==> config.mk <==
export PLATFORM = sky130hd
export DESIGN_NAME = flash_circular_log_manager
export DESIGN_NICKNAME = d
export VERILOG_FILES = /design/src/rtl/flcl_pkg.sv /design/src/rtl/flcl_ram.sv /design/src/rtl/flash_circular_log_manager.sv
export SDC_FILE = /design/constraint.sdc
export NUM_CORES = 2
export LEC_CHECK = 0
export ABC_AREA = 1
export BUFFER_PORTS_ARGS = -buffer_cell sky130_fd_sc_hd__buf_2
export CAP_MARGIN = 20
export CELL_PAD_IN_SITES_DETAIL_PLACEMENT = 1
export CELL_PAD_IN_SITES_GLOBAL_PLACEMENT = 2
export CORE_AREA = 2 2 690 692
export CTS_CLUSTER_SIZE = 8
export DETAILED_ROUTE_END_ITERATION = 16
export DIE_AREA = 0 0 692 694
export HOLD_SLACK_MARGIN = 0.08
export PLACE_DENSITY_LB_ADDON = 0.05
export SYNTH_ARGS = -nofsm -noshare
export SYNTH_HDL_FRONTEND = slang
export SYNTH_MEMORY_MAX_BITS = 65536
export SYNTH_SLANG_ARGS = --single-unit
==> constraint.sdc <==
create_clock -name clk -period 20.4 [get_ports clk]
set_input_delay 1.02 -clock clk [delete_from_list [all_inputs] [get_ports clk]]
set_output_delay 1.02 -clock clk [all_outputs]
set_load 0.05 [all_outputs]
==> src/rtl/flcl_pkg.sv <==
package flcl_pkg;

  // slot status codes as kept in the status memory
  localparam logic [1:0] ST_READ    = 2'd0;
  localparam logic [1:0] ST_WRITTEN = 2'd2;
  localparam logic [1:0] ST_CLEAN   = 2'd3;

  // request modes
  localparam logic [1:0] MODE_WRITE   = 2'd0;
  localparam logic [1:0] MODE_READ    = 2'd1;
  localparam logic [1:0] MODE_RECOVER = 2'd2;
  localparam logic [1:0] MODE_ERASE   = 2'd3;

  // result status codes
  localparam logic [1:0] RES_OK        = 2'd0;
  localparam logic [1:0] RES_EMPTY     = 2'd1;
  localparam logic [1:0] RES_DIRTY     = 2'd2;
  localparam logic [1:0] RES_SCAN_FAIL = 2'd3;

  localparam int unsigned FIELD_BITS = 16;

endpackage

==> src/rtl/flcl_ram.sv <==
module flcl_ram #(
  parameter int unsigned WIDTH  = 2,
  parameter int unsigned ADDR_W = 8,
  parameter int unsigned DEPTH  = 256
) (
  input  logic              clk,
  input  logic              we,
  input  logic [ADDR_W-1:0] waddr,
  input  logic [WIDTH-1:0]  wdata,
  input  logic [ADDR_W-1:0] raddr,
  output logic [WIDTH-1:0]  rdata
);

  logic [WIDTH-1:0] mem [DEPTH];

  always_ff @(posedge clk) begin
    if (we) begin
      mem[waddr] <= wdata;
    end
  end

  // registered read: rdata shows the word at raddr in the next cycle
  always_ff @(posedge clk) begin
    rdata <= mem[raddr];
  end

endmodule

==> src/rtl/flash_circular_log_manager.sv <==
// channel  | direction | handshake            | payload
// request  | in        | in_valid / in_ready   | mode, write_payload
// result   | out       | out_valid / out_ready | read_payload, status
//
// one request at a time; a write that crosses a sector also checks the new head sector
// a read of the last record in a sector erases that sector with a clearing sweep
// recover reads one status slot per cycle while it searches for the head, then the tail
// erase all sweeps every slot clean, as does the clearing pass after reset
// the single read port of the status memory sets this pace
// a request is taken while the previous result still waits in the output register
module flash_circular_log_manager #(
  parameter int unsigned SECTOR_COUNT     = 16,
  parameter int unsigned SLOTS_PER_SECTOR = 16,
  parameter int unsigned PAYLOAD_BITS     = 16
) (
  input  logic        clk,
  input  logic        rst,
  input  logic        in_valid,
  output logic        in_ready,
  input  logic [1:0]  mode,
  input  logic [flcl_pkg::FIELD_BITS-1:0] write_payload,
  output logic        out_valid,
  input  logic        out_ready,
  output logic [flcl_pkg::FIELD_BITS-1:0] read_payload,
  output logic [1:0]  status
);
  import flcl_pkg::*;

  // slot address is {sector, offset}; offsets padded to a power of two
  localparam int unsigned SEC_W  = $clog2(SECTOR_COUNT);
  localparam int unsigned OFF_W  = $clog2(SLOTS_PER_SECTOR);
  localparam int unsigned ADDR_W = SEC_W + OFF_W;
  localparam int unsigned DEPTH  = SECTOR_COUNT * (1 << OFF_W);
  localparam int unsigned CNT_W  = ADDR_W + 1;
  localparam int unsigned TOTAL  = SECTOR_COUNT * SLOTS_PER_SECTOR;

  localparam logic [SEC_W-1:0] SEC_LAST = SEC_W'(SECTOR_COUNT - 1);
  localparam logic [OFF_W-1:0] OFF_LAST = OFF_W'(SLOTS_PER_SECTOR - 1);

  // sequencer states
  localparam logic [3:0] S_CLR    = 4'd0;  // status clearing sweep
  localparam logic [3:0] S_IDLE   = 4'd1;
  localparam logic [3:0] S_WRCHK  = 4'd2;  // check new head sector start
  localparam logic [3:0] S_RDDAT  = 4'd3;  // payload at tail arrives
  localparam logic [3:0] S_RCPREV = 4'd4;  // status of the very last slot
  localparam logic [3:0] S_RCB    = 4'd5;  // sector start during head scan
  localparam logic [3:0] S_RCE    = 4'd6;  // sector end during head scan
  localparam logic [3:0] S_RCSCAN = 4'd7;  // walk inside the head sector
  localparam logic [3:0] S_RCT1   = 4'd8;  // find first used sector after head
  localparam logic [3:0] S_RCT2   = 4'd9;  // skip read slots to the tail
  localparam logic [3:0] S_FIN    = 4'd10; // hand result to the output register

  function automatic logic [SEC_W-1:0] nsec(input logic [SEC_W-1:0] s);
    return (s == SEC_LAST) ? '0 : s + SEC_W'(1);
  endfunction

  logic [3:0]       state, state_next;
  logic [SEC_W-1:0] head_sec, head_sec_next, tail_sec, tail_sec_next;
  logic [OFF_W-1:0] head_off, head_off_next, tail_off, tail_off_next;
  logic [SEC_W-1:0] cs, cs_next, ra_sec, ra_sec_next;
  logic [OFF_W-1:0] off, off_next, ra_off, ra_off_next;
  logic [CNT_W-1:0] cnt, cnt_next;
  logic [1:0]       prev, prev_next;
  logic             clr_all, clr_all_next, clr_reply, clr_reply_next;
  logic [1:0]       res_status, res_status_next;
  logic [FIELD_BITS-1:0] res_payload, res_payload_next;

  // memory ports
  logic              st_we;
  logic [ADDR_W-1:0] st_waddr;
  logic [1:0]        st_wdata, st_rdata;
  logic              pl_we;
  logic [PAYLOAD_BITS-1:0] pl_wdata, pl_rdata;
  logic [63:0]       wr_ext, rd_ext;

  // scan outcome flags, applied after the state case
  logic go_tail, go_none, go_fail;

  assign wr_ext   = 64'(write_payload);
  assign pl_wdata = wr_ext[PAYLOAD_BITS-1:0];
  assign rd_ext   = 64'(pl_rdata);

  // status memory: a read whose data is used never hits a slot written in the same cycle,
  // so no forwarding is needed
  flcl_ram #(.WIDTH(2), .ADDR_W(ADDR_W), .DEPTH(DEPTH)) u_status (
    .clk   (clk),
    .we    (st_we),
    .waddr (st_waddr),
    .wdata (st_wdata),
    .raddr ({ra_sec_next, ra_off_next}),
    .rdata (st_rdata)
  );

  // payload memory: read address follows the tail, written at the head
  flcl_ram #(.WIDTH(PAYLOAD_BITS), .ADDR_W(ADDR_W), .DEPTH(DEPTH)) u_payload (
    .clk   (clk),
    .we    (pl_we),
    .waddr ({head_sec, head_off}),
    .wdata (pl_wdata),
    .raddr ({tail_sec, tail_off}),
    .rdata (pl_rdata)
  );

  assign in_ready = (state == S_IDLE);

  always_comb begin
    state_next       = state;
    head_sec_next    = head_sec;
    head_off_next    = head_off;
    tail_sec_next    = tail_sec;
    tail_off_next    = tail_off;
    cs_next          = cs;
    off_next         = off;
    cnt_next         = cnt;
    prev_next        = prev;
    clr_all_next     = clr_all;
    clr_reply_next   = clr_reply;
    res_status_next  = res_status;
    res_payload_next = res_payload;
    ra_sec_next      = ra_sec;
    ra_off_next      = ra_off;
    st_we            = 1'b0;
    st_waddr         = {head_sec, head_off};
    st_wdata         = ST_CLEAN;
    pl_we            = 1'b0;
    go_tail          = 1'b0;
    go_none          = 1'b0;
    go_fail          = 1'b0;

    case (state)
      S_CLR: begin
        st_we    = 1'b1;
        st_waddr = {cs, off};
        st_wdata = ST_CLEAN;
        if (off == OFF_LAST) begin
          off_next = '0;
          if (!clr_all || cs == SEC_LAST) begin
            state_next = clr_reply ? S_FIN : S_IDLE;
          end else begin
            cs_next = cs + SEC_W'(1);
          end
        end else begin
          off_next = off + OFF_W'(1);
        end
      end
      S_IDLE: begin
        if (in_valid) begin
          res_payload_next = '0;
          res_status_next  = RES_OK;
          case (mode)
            MODE_WRITE: begin
              st_we    = 1'b1;
              st_wdata = ST_WRITTEN;
              pl_we    = 1'b1;
              if (head_off != OFF_LAST) begin
                head_off_next = head_off + OFF_W'(1);
                state_next    = S_FIN;
              end else begin
                head_sec_next = nsec(head_sec);
                head_off_next = '0;
                if (nsec(head_sec) == tail_sec) begin
                  tail_sec_next = nsec(tail_sec);
                  tail_off_next = '0;
                end
                ra_sec_next = nsec(head_sec);
                ra_off_next = '0;
                state_next  = S_WRCHK;
              end
            end
            MODE_READ: begin
              if (head_sec == tail_sec && head_off == tail_off) begin
                res_status_next = RES_EMPTY;
                state_next      = S_FIN;
              end else begin
                state_next = S_RDDAT;
              end
            end
            MODE_RECOVER: begin
              ra_sec_next = SEC_LAST;
              ra_off_next = OFF_LAST;
              state_next  = S_RCPREV;
            end
            default: begin
              head_sec_next  = '0;
              head_off_next  = '0;
              tail_sec_next  = '0;
              tail_off_next  = '0;
              cs_next        = '0;
              off_next       = '0;
              clr_all_next   = 1'b1;
              clr_reply_next = 1'b1;
              state_next     = S_CLR;
            end
          endcase
        end
      end
      S_WRCHK: begin
        if (st_rdata != ST_CLEAN) begin
          res_status_next = RES_DIRTY;
        end
        state_next = S_FIN;
      end
      S_RDDAT: begin
        res_payload_next = rd_ext[FIELD_BITS-1:0];
        if (tail_off == OFF_LAST) begin
          // last record of its sector: erase the sector and jump
          tail_sec_next  = nsec(tail_sec);
          tail_off_next  = '0;
          cs_next        = tail_sec;
          off_next       = '0;
          clr_all_next   = 1'b0;
          clr_reply_next = 1'b1;
          state_next     = S_CLR;
        end else begin
          st_we         = 1'b1;
          st_waddr      = {tail_sec, tail_off};
          st_wdata      = ST_READ;
          tail_off_next = tail_off + OFF_W'(1);
          state_next    = S_FIN;
        end
      end
      S_RCPREV: begin
        prev_next   = st_rdata;
        cs_next     = '0;
        ra_sec_next = '0;
        ra_off_next = '0;
        state_next  = S_RCB;
      end
      S_RCB: begin
        if (st_rdata == ST_CLEAN) begin
          if (prev != ST_CLEAN) begin
            head_sec_next = cs;
            head_off_next = '0;
            go_tail       = 1'b1;
          end else if (cs == SEC_LAST) begin
            go_none = 1'b1;
          end else begin
            cs_next     = cs + SEC_W'(1);
            ra_sec_next = cs + SEC_W'(1);
            ra_off_next = '0;
          end
        end else begin
          ra_off_next = OFF_LAST;
          state_next  = S_RCE;
        end
      end
      S_RCE: begin
        if (st_rdata != ST_CLEAN) begin
          prev_next = st_rdata;
          if (cs == SEC_LAST) begin
            go_none = 1'b1;
          end else begin
            cs_next     = cs + SEC_W'(1);
            ra_sec_next = cs + SEC_W'(1);
            ra_off_next = '0;
            state_next  = S_RCB;
          end
        end else begin
          off_next    = OFF_W'(1);
          ra_off_next = OFF_W'(1);
          state_next  = S_RCSCAN;
        end
      end
      S_RCSCAN: begin
        if (st_rdata == ST_CLEAN) begin
          head_sec_next = cs;
          head_off_next = off;
          go_tail       = 1'b1;
        end else begin
          off_next    = off + OFF_W'(1);
          ra_off_next = off + OFF_W'(1);
        end
      end
      S_RCT1: begin
        if (st_rdata != ST_CLEAN) begin
          off_next   = '0;
          cnt_next   = '0;
          state_next = S_RCT2;
        end else if (cnt == CNT_W'(SECTOR_COUNT - 1)) begin
          go_fail = 1'b1;
        end else begin
          cnt_next    = cnt + CNT_W'(1);
          cs_next     = nsec(cs);
          ra_sec_next = nsec(cs);
          ra_off_next = '0;
        end
      end
      S_RCT2: begin
        if (st_rdata != ST_READ) begin
          tail_sec_next = cs;
          tail_off_next = off;
          state_next    = S_FIN;
        end else if (cnt == CNT_W'(TOTAL)) begin
          go_fail = 1'b1;
        end else begin
          cnt_next = cnt + CNT_W'(1);
          if (off == OFF_LAST) begin
            cs_next     = nsec(cs);
            off_next    = '0;
            ra_sec_next = nsec(cs);
            ra_off_next = '0;
          end else begin
            off_next    = off + OFF_W'(1);
            ra_off_next = off + OFF_W'(1);
          end
        end
      end
      S_FIN: begin
        if (!out_valid || out_ready) begin
          state_next = S_IDLE;
        end
      end
      default: begin
        state_next = S_IDLE;
      end
    endcase

    // head found: start the tail search at the next sector start
    if (go_tail) begin
      cs_next     = nsec(cs);
      cnt_next    = '0;
      ra_sec_next = nsec(cs);
      ra_off_next = '0;
      state_next  = S_RCT1;
    end
    // no head, or the tail scan failed: empty log at slot zero
    if (go_none || go_fail) begin
      head_sec_next = '0;
      head_off_next = '0;
      tail_sec_next = '0;
      tail_off_next = '0;
      state_next    = S_FIN;
    end
    if (go_fail) begin
      res_status_next = RES_SCAN_FAIL;
    end
  end

  always_ff @(posedge clk) begin
    if (rst) begin
      state     <= S_CLR;
      head_sec  <= '0;
      head_off  <= '0;
      tail_sec  <= '0;
      tail_off  <= '0;
      cs        <= '0;
      off       <= '0;
      clr_all   <= 1'b1;
      clr_reply <= 1'b0;
      ra_sec    <= '0;
      ra_off    <= '0;
    end else begin
      state     <= state_next;
      head_sec  <= head_sec_next;
      head_off  <= head_off_next;
      tail_sec  <= tail_sec_next;
      tail_off  <= tail_off_next;
      cs        <= cs_next;
      off       <= off_next;
      clr_all   <= clr_all_next;
      clr_reply <= clr_reply_next;
      ra_sec    <= ra_sec_next;
      ra_off    <= ra_off_next;
    end
  end

  // scan scratch and result holding registers
  always_ff @(posedge clk) begin
    cnt         <= cnt_next;
    prev        <= prev_next;
    res_status  <= res_status_next;
    res_payload <= res_payload_next;
  end

  // output register
  always_ff @(posedge clk) begin
    if (rst) begin
      out_valid <= 1'b0;
    end else if (state == S_FIN && (!out_valid || out_ready)) begin
      out_valid <= 1'b1;
    end else if (out_ready) begin
      out_valid <= 1'b0;
    end
  end

  always_ff @(posedge clk) begin
    if (state == S_FIN && (!out_valid || out_ready)) begin
      read_payload <= res_payload;
      status       <= res_status;
    end
  end

endmodule

# After elaboration in Yosys (flattened, before gate mapping)
# Memory sizes are Yosys's and may differ from the RTL's. A register that Yosys moved wholly into a read port is not among the register bits.
# Index checks and enable logic that the tools add are counted.
[classes]
add_sub_neg = 7
eq_ne = 71
muxes = 151
n_bitwise = 1
n_reduce_logical = 36
[op_table]
columns = ["op", "count"]
rows = [
  ["two-way mux 4 bit", 84],
  ["one-hot mux 4 bit (3 select lines)", 5],
  ["one-hot mux 4 bit (7 select lines)", 2],
  ["inequality test 3 bit, second input constant", 16],
  ["one-hot mux 4 bit (2 select lines)", 6],
  ["one-hot mux 4 bit (11 select lines)", 1],
  ["inequality test 2 bit, second input constant", 21],
  ["two-way mux 9 bit", 4],
  ["equality test 4 bit, second input constant", 8],
  ["one-hot mux 16 bit (2 select lines)", 1],
  ["one-hot mux 4 bit (8 select lines)", 1],
  ["two-way mux 1 bit", 29],
  ["inequality test 4 bit, second input constant", 7],
  ["AND reduction 9 bit", 3],
  ["adder 4 x 1 -> 4 bit, second input constant", 6],
  ["one-hot mux 4 bit (6 select lines)", 1],
  ["one-hot mux 9 bit (2 select lines)", 1],
  ["equality test 4 x 3 -> 1 bit, second input constant", 4],
  ["two-way mux 16 bit", 1],
  ["one-hot mux 8 bit (2 select lines)", 1],
  ["AND reduction 14 bit", 1],
  ["AND reduction 7 bit", 2],
  ["equality test 4 bit", 3],
  ["one-hot mux 2 bit (2 select lines)", 3],
  ["30 further kinds", 55],
]
[word_totals]
register_bits = 86
mem_bits_rw = 4608
in_bits = 22
out_inout_bits = 20
elab_cells = 287
mem_count = 2
[memory_table]
columns = ["name", "words", "word_bits", "read_ports", "rd_clocked_by_memory_dff", "wr", "line_no", "rtl"]
rows = [
  ["u_payload.mem", 256, 16, 1, 1, 1, "flcl_ram.sv:14", "logic [WIDTH-1:0] mem [DEPTH];"],
  ["u_status.mem", 256, 2, 1, 1, 1, "flcl_ram.sv:14", ""],
]

# Longest topological paths before layout
[logic_depth]
word_depth = 8
ltp_mapped = 24
mapped_depth_nobuf = 22

# Modules after synthesis
# A second synthesis with hierarchy kept.
[unflattened]
cells_unflattened = 16448
area_unflattened_um2 = 193154.0
[by_module_without_submodules]
columns = ["mod", "n_inst", "cells_each", "area_per_inst_um2", "seq_area_each_um2"]
rows = [
  ["flcl_ram at u_payload", 1, 13617, 165706.4, 123318.3],
  ["flcl_ram at u_status", 1, 2055, 22126.2, 15414.8],
  ["flash_circular_log_manager", 1, 776, 5321.4, 2082.0],
]

# Least setup slack after synthesis
# No wires, ideal clock.
[synth_timing]
path_type = "register to register"
startpoint = "register state[2]"
endpoint = "memory u_status.mem[80][0], in the netlist u_status.mem[10][0] (enable)"
setup_ns = 0.260
arrival_ns = 7.118
required_ns = 20.140
path_slack_ns = 13.021
stages_incl_launch_ff = 14
path_buffers = 2
synth_period_minus_slack_ns = 7.379
path_cell_list = "dfxtp_1 > nor2_1 > inv_2 > nor2_2 > inv_2 > nor2_2 > inv_2 > nand2_1 > inv_1 > nand2_1 > buf_2 > nand2_1 > buf_1 > nor2_1"
[synth_via]
elab_chain_cells = 4
elab_cells_between_ends = 7
cone_classes = "eq/ne (2); mux (4); reduce/logical (1)"
[synth_rtl]
columns = ["item", "line_no", "rtl"]
rows = [
  ["start, declared", "flash_circular_log_manager.sv:57", "logic [3:0] state, state_next;"],
  ["start signal, assigned", "flash_circular_log_manager.sv:353", "state <= state_next;"],
  ["equality test 4 x 2 -> 1 bit, or another cell as far along", "flash_circular_log_manager.sv:130", "case (state)"],
  ["one-hot mux 1 bit (3 select lines)", "flash_circular_log_manager.sv:130", ""],
  ["two-way mux 1 bit", "flcl_ram.sv:17", "if (we) begin"],
  ["two-way mux 1 bit (not written as such)", "flcl_ram.sv:18", "mem[waddr] <= wdata;"],
  ["end, declared", "flcl_ram.sv:14", ""],
]
# Parallel ways exist; a longest one is shown, timed or not.

==> impl_metrics.toml <==
[pwr]
pwr-share-comb_pct = 1.1
switching_share_pct = 20.38
p_switching_mw = 4.254
p_per_area_nw_per_um2 = 96.80
irDropWorstVdd_v = 0.00007899
total_power_mw = 20.87
clock_power_share_pct = 47.8
p_seq_share_pct = 51.1
p_int_mw = 16.61
leakagePower_nw = 69.07

[route]
vias = 128400
viasPerCell = 5.981
antenna_left = 0
route.detailed.drc = 0
wl_met2_um = 321300
wl_met3_um = 38740
dr.first_iter.drc_count = 12130
avgRoutedWirePerCell_um = 31.45
drt_pass1_iterations = 5
m1WireLength_um = 291900
drt_wl_total_um = 675300
top_layer_used = "met5"

[die]
core_sq_um = 473200
row_count = 253
start_util_pct = 39.86
die-area_sq_um = 480200
die_h_um = 694
fp.dieW_um = 692
pin_count = 42

[sta]
skew_ps = 47.65
setup_viol = 0
post-route-period-util_pct = 31.20
finalHoldViolCount = 0
tightest_slew_ps = 1362
slew_headroom_pct = 9.232
tns_ps = 0
rsz0062_at_grt = "no"
slew_violations = 0
final.min_clock_period_ps = 6365
fmax_ghz = 0.1571

[clocking]
htree_levels = 6
clk_latency_ps = 1110
cts_buffers = 660
cts_hold_buffers = 0
clock_sinks = 4712
cts_resized = 0
clk_path_buf_depth = 4
postCtsSetupRepairBufs = 0
cts_tree = "built"
path_clk_slew_ps = 50
clock-root-buffer = "clkbuf_16"

[critical_path]
arrival_ps = 7390
cp.required_ps = 21430
worstPathMaxFanout = 84
start_kind = "flop"
cp-end-kind = "flop"
reg2reg_slack_ps = 14030
crit_type = "reg -> reg"

[layout]
fin_nets = 15030
seq_area_sq_um = 140800
multiInputGateArea_sq_um = 43030
areaGrowthSynthToFinish_pct = 14.29
layout_commonest_cell = "edfxtp_1"
final_cell_mix = "edfxtp_1, nor2_1, o21ai_0"
num-fill-cells = 47460
drive_above_1_share_pct = 9.591

[global_route]
grt_pass1_vias = 132400
grt_max_degree = 194
grt_overflow = 0
grt_pass1_wl_um = 962300
antenna_found_initial = 37
grt_usage_pct = 27.38

[synthesis]
synth_xor_area_share_pct = 0.03714
synth_simple_gate_area_share_pct = 10.29
ys.flop_type = "edfxtp_1"
synth_cell_types = 55
synth_warnings = 0
synthesis.area_sq_um = 188600
synthMuxAreaShare_pct = 0
synthCells = 14860
async_reset_ff_share_pct = 0
synth-seq-cells = 4712
synthesis.nets = 14900
synth-edff-count = 4644
synth_top_family_by_area = "compound AO/OA/AOI/OAI gates"
synth_compound_area_share_pct = 12.12
synthAdderAreaFrac_pct = 0.1194
synth_seq_area_share_pct = 74.65
syn_avg_cell_area_sq_um = 12.69

[placement]
portBuffers = 41
place_hpwl_um = 375100
gp_congestion = 0.8144

[hold_path]
hold_path_class = "in -> reg"

[status]
outcome = "complete, no violations"

[flow_run]
cap_violations = 0
## stage by stage
| stage | instances | hold WS, ps | instance area [sq um] | utilization, % | worst slack [ps] |
|---|---|---|---|---|---|
| 2_1_floorplan | 14860 | 400.3 | 188600 | - | 13020 |
| 3_3_place_gp | 20540 | 408.1 | 197000 | 41.62 | 13690 |
| 3_5_place_dp | 20570 | 406.5 | 197300 | 41.70 | 14040 |
| 4_1_cts | 21440 | 275.2 | 215400 | 45.52 | 14070 |
| 5_1_grt | 21450 | 319.5 | 215500 | 45.54 | 13860 |
| 6_report | 21470 | 332.8 | 215600 | 45.55 | 14030 |
## cell usage after synthesis (25+ instances only)
library cell	n	area share [%]
edfxtp_1	4644	74
nor2_1	3034	6.0
o21ai_0	2378	6.3
nand2_1	1022	2.0
clkbuf_1	949	1.9
o22ai_1	720	2.4
nand3_1	708	1.9
o221ai_1	425	2.0
inv_1	204	0.41
a21oi_1	165	0.44
o211ai_1	132	0.53
buf_2	83	0.22
dfxtp_1	68	0.72
buf_1	41	0.082
nor3_1	31	0.082
buf_4	28	0.11
o32ai_1	25	0.12
## path summary, 6_finish.rpt
path                                       start               endpoint  cells after the start
worst min-delay path            write_payload[3]  u_payload.mem[216][3]                      1
worst max-delay path                 tail_off[1]     u_payload.rdata[6]                     15
worst min register to register    res_payload[4]        read_payload[4]                      0
worst max register to register       tail_off[1]     u_payload.rdata[6]                     15
## critical path: stages, from the launching register on
cell and delay, ps:
dfxtp_4 490, inv_8 500, buf_4 690, buf_4 670
buf_4 700, buf_4 610, o21ai_0 190, o221ai_1 210
o211ai_1 160, nand2_1 120, nand2_1 180, o21ai_0 320
o21ai_0 420, nand2_1 570, nand2_1 110, nand2_1 100
## cells by family after synthesis
logic type | Yosys count
AND/OR/NAND/NOR | 4860
flip-flops | 4712
AO/OA/AOI/OAI | 3931
buffers and inverters | 1334
adder cells (fa/ha/maj) | 18
XOR/XNOR | 8
## power groups by stage
stage	Clock (mW)	Combinational, mW	Sequential [mW]
floorplan	0	0.0365	10.8
CTS	10.2	0.236	10.7
global route	10.5	0.250	10.6
detailed placement	0	0.235	10.8
finish	9.98	0.231	10.7
global placement	0	0.223	10.8
## layer usage
metal,vias to the layer above,track usage (%)
met4,6,8.987
met3,1060,3.743
li1,55350,-
met1,67940,37.53
met2,4056,45.10
met5,-,0
## state kept, by name, indices dropped and copies added, names as in the netlist, 2 cells and up
name	count
tail_off	4
ra_off	4
u_status.mem	512
prev	2
ra_sec	4
tail_sec	4
head_off	4
state	4
u_status.rdata	2
off	4
cnt	9
cs	4
status	2
u_payload.mem	4096
res_payload	16
read_payload	16
head_sec	4
res_status	2
u_payload.rdata	16
## cell type report
| type | instances | share of cell area [%] |
|---|---|---|
| multi-input combinational | 8817 | 19.96 |
| timing repair buffer | 567 | 2.249 |
| clock inverter | 38 | 0.2339 |
| sequential | 4712 | 65.33 |
| tap | 6247 | 3.626 |
| inverter | 230 | 0.4208 |
| antenna | 22 | 0.02554 |
| clock buffer | 837 | 8.157 |
Note: power is estimated with default switching activity, not from simulation.
